### config.mk
export PLATFORM = sky130hd
export DESIGN_NAME = vidya_ram
export DESIGN_NICKNAME = d
export VERILOG_FILES = /design/src/hw/rtl/vidya_ram.sv
export SDC_FILE = /design/constraint.sdc
export NUM_CORES = 1
export LEC_CHECK = 0
export ABC_AREA = 1
export BUFFER_PORTS_ARGS = -buffer_cell sky130_fd_sc_hd__buf_2
export CAP_MARGIN = 20
export CORE_ASPECT_RATIO = 1.4
export CORE_MARGIN = 3
export CORE_UTILIZATION = 30
export CTS_BUF_LIST = sky130_fd_sc_hd__clkbuf_8
export CTS_CLUSTER_SIZE = 8
export DETAILED_ROUTE_END_ITERATION = 10
export PLACE_DENSITY = 0.49
export SYNTH_ARGS = -nofsm -noshare
export SYNTH_HDL_FRONTEND = slang
export SYNTH_SLANG_ARGS = --single-unit
### constraint.sdc
create_clock -name clk -period 1.6 [get_ports clk]
set_input_delay 0.08 -clock clk [delete_from_list [all_inputs] [get_ports clk]]
set_output_delay 0.08 -clock clk [all_outputs]
set_load 0.1 [all_outputs]
### src/hw/rtl/vidya_ram.sv
// ============================================================================
// vidya_ram
// Generic single-write, single-read RAM with a registered read port.
// ============================================================================
module vidya_ram #(
    parameter int WIDTH = 8,
    parameter int DEPTH = 16
) (
    input  logic                     clk,
    input  logic                     wr_en,
    input  logic [$clog2(DEPTH)-1:0] wr_addr,
    input  logic [WIDTH-1:0]         wr_data,
    input  logic                     rd_en,
    input  logic [$clog2(DEPTH)-1:0] rd_addr,
    output logic [WIDTH-1:0]         rd_data
);

    logic [WIDTH-1:0] mem_reg [DEPTH];

    always_ff @(posedge clk)
    begin
        if (wr_en)
        begin
            mem_reg[wr_addr] <= wr_data;
        end
        if (rd_en)
        begin
            rd_data <= mem_reg[rd_addr];
        end
    end

endmodule

==> metrics.txt <==
# setup viols final 0; max-slew violations 0; Final TNS setup 0 ps; share of cells above drive strength 1 0.131; P_leak 2.91 nW; CP Launch Type flip-flop; diode count 0; Peak VDD IR 0.596 mV; port bufs 26; Worst Hold End mem_reg[13][7]; Iteration-0 DRC Markers 219; minimum clock period 1340 ps; EDFF count, synth 136; Post-DP HPWL 9.35 mm; root buf cell clkbuf_8; Reg clk slew, reported paths 80 ps; vias in the first global route 3883; CP Cell Sequence buf_2; filler cell count 1952; Clock Skew 10.6 ps; FF-to-FF setup slack 440 ps; Synth Instances 551; worst min path class input pin to flip-flop; Num CTS Buffers 17; Warnings, synthesis 0; vias per std cell 4.58; DRC viols 0; Bufs and invs on worst path 1; Cell Area, Synth 5850 um^2; final WL 14.5 mm; Hold Startpoint wr_data[7]; power per standard cell area 1140 nW/um^2; CTS H-tree depth 4; Post-layout nets 616; Worst Slack Setup Final 262 ps; RSZ-0062 raised after global routing no; post-synthesis sequential area ratio 0.698; status finished, final reports clean; number of flip-flops in the largest register 128; #FFs+latches synth 136; placed instance count 821; chip width 124 um; ys flop type edfxtp_1; initial antenna violation count 0; gr usage total 0.145; Sink Count 136; Hold Crit Depth 1; via count 3910; Area Overhead vs Synth 16.3%; drt pass-1 iters 5; Synth top cells by count nand2_1 (173), edfxtp_1 (136), inv_1 (100); Synth area leader edfxtp_1; CP top delay family buffers and inverters; Final ANT Viol Nets 0; Syn Area/Cell 10.6 um^2; Place WS 228 ps; CP endpoint kind output port; Mapped Nets 570; final period utilization 0.836; Final Hold Fails 0; FF-to-FF path depth 6; Area contributors post-synth edfxtp_1 (70%), nand2_1 (11%), nand3_1 (8.3%), inv_1 (6.4%), buf_6 (1.2%); slowest CP cell buf_2; count leader, synth nand2_1; kind of critical path flip-flop to output port; Worst R2R Start mem_reg[12][3]; routability cong. 0.823; WP data required 1520 ps; global route total overflow 0; maxcap violations 0; CORE AREA 18900 um^2; largest net degree at the start of global routing 41; RR Endpoint rd_data[3]; Yosys top cell area share 0.698; CTS tree yes; initial cell density of the core 0.309; first-pass GRT wire length 22.2 mm; die height 171 um; Finished Layout Cells 854; cell row count 59; Synth cell types 11; clock buffer depth 2; I/O pins 27; Max-slew headroom 0.578; actual slew at the worst max-slew pin 632 ps; DIE AREA 21200 um^2; CP Max Fanout 1; postcts setup bufs 0; CP Data Arrival Time 1260 ps; async set or reset register ratio after synthesis 0; fmax 747 MHz; WL/cell 17.0 um; Max stage delay on crit path 450 ps; Clk Latency, worst-skew pair 430 ps
## per-layer routing
metal,global-route usage,share of wire
met5,0,0
met1,0.172,0.40
met4,0.0534,0.022
met3,0.0243,0.038
met2,0.260,0.54
## worst max-delay path by stage
stage	start	endpoint	slack (ps)	cells after the start
6_report	rd_data[2]	rd_data[2]	260	1
5_1_grt	rd_data[0]	rd_data[0]	210	1
4_1_cts	rd_data[0]	rd_data[0]	210	1
3_5_place_dp	rd_addr[0]	rd_data[3]	230	8
3_3_place_gp	rd_addr[0]	rd_data[3]	230	8
2_1_floorplan	wr_addr[2]	mem_reg[10][0]	570	2
## timing repair
action | in CTS | in global routing
hold buffers | 1 | 0
hold endpoints to repair | 2 | 0
resized for setup | 0 | 0
## where the power goes
| part | leakage (nW) | internal [W] | switching (W) | total [W] |
|---|---|---|---|---|
| Clock | 0.231 | 0.00184 | 0.00128 | 0.00312 |
| Sequential | 1.24 | 0.00401 | 0.0000269 | 0.00404 |
| Combinational | 1.44 | 0.000155 | 0.000473 | 0.000628 |
## stage by stage
stage / cell area (um^2) / hold slack (ps) / power, W / utilization
2_1_floorplan: 5850 / 179 / 0.00451 / -
3_5_place_dp: 6350 / 453 / 0.00476 / 0.336
5_1_grt: 6800 / 65.8 / 0.00809 / 0.360
3_3_place_gp: 6350 / 441 / 0.00475 / 0.336
6_report: 6800 / 67.6 / 0.00778 / 0.360
4_1_cts: 6800 / 64.7 / 0.00787 / 0.360
## layout by cell type (no fill, tap or decap)
master	count
buf_12	4
clkinv_1	2
clkinv_4	4
nand2_1	173
clkbuf_8	17
nand3_1	97
buf_4	20
nor2_1	17
inv_1	102
edfxtp_1	136
clkinv_2	2
dlygate4sd3_1	1
inv_2	2
nand3b_1	2
bufinv_16	5
buf_2	26
## kinds of logic (layout without fill, tap and decap cells)
group	count (synthesis)	after routing	synth area share
and+or+nand+nor	289	289	0.208
DFF	136	136	0.698
buffers and inverters	126	185	0.0939
## layout make-up
| cell class | count | area (um^2) | share of cell area |
|---|---|---|---|
| flip-flops and latches | 136 | 4080 | 0.601 |
| multi-input cells | 289 | 1210 | 0.178 |
| inverters | 102 | 383 | 0.0563 |
| repair buffers | 51 | 370 | 0.0545 |
| well taps | 244 | 305 | 0.0449 |
| clock buffers | 17 | 234 | 0.0344 |
| clock inverters | 15 | 210 | 0.0309 |
No activity file was read; power rests on OpenSTA's default activity.
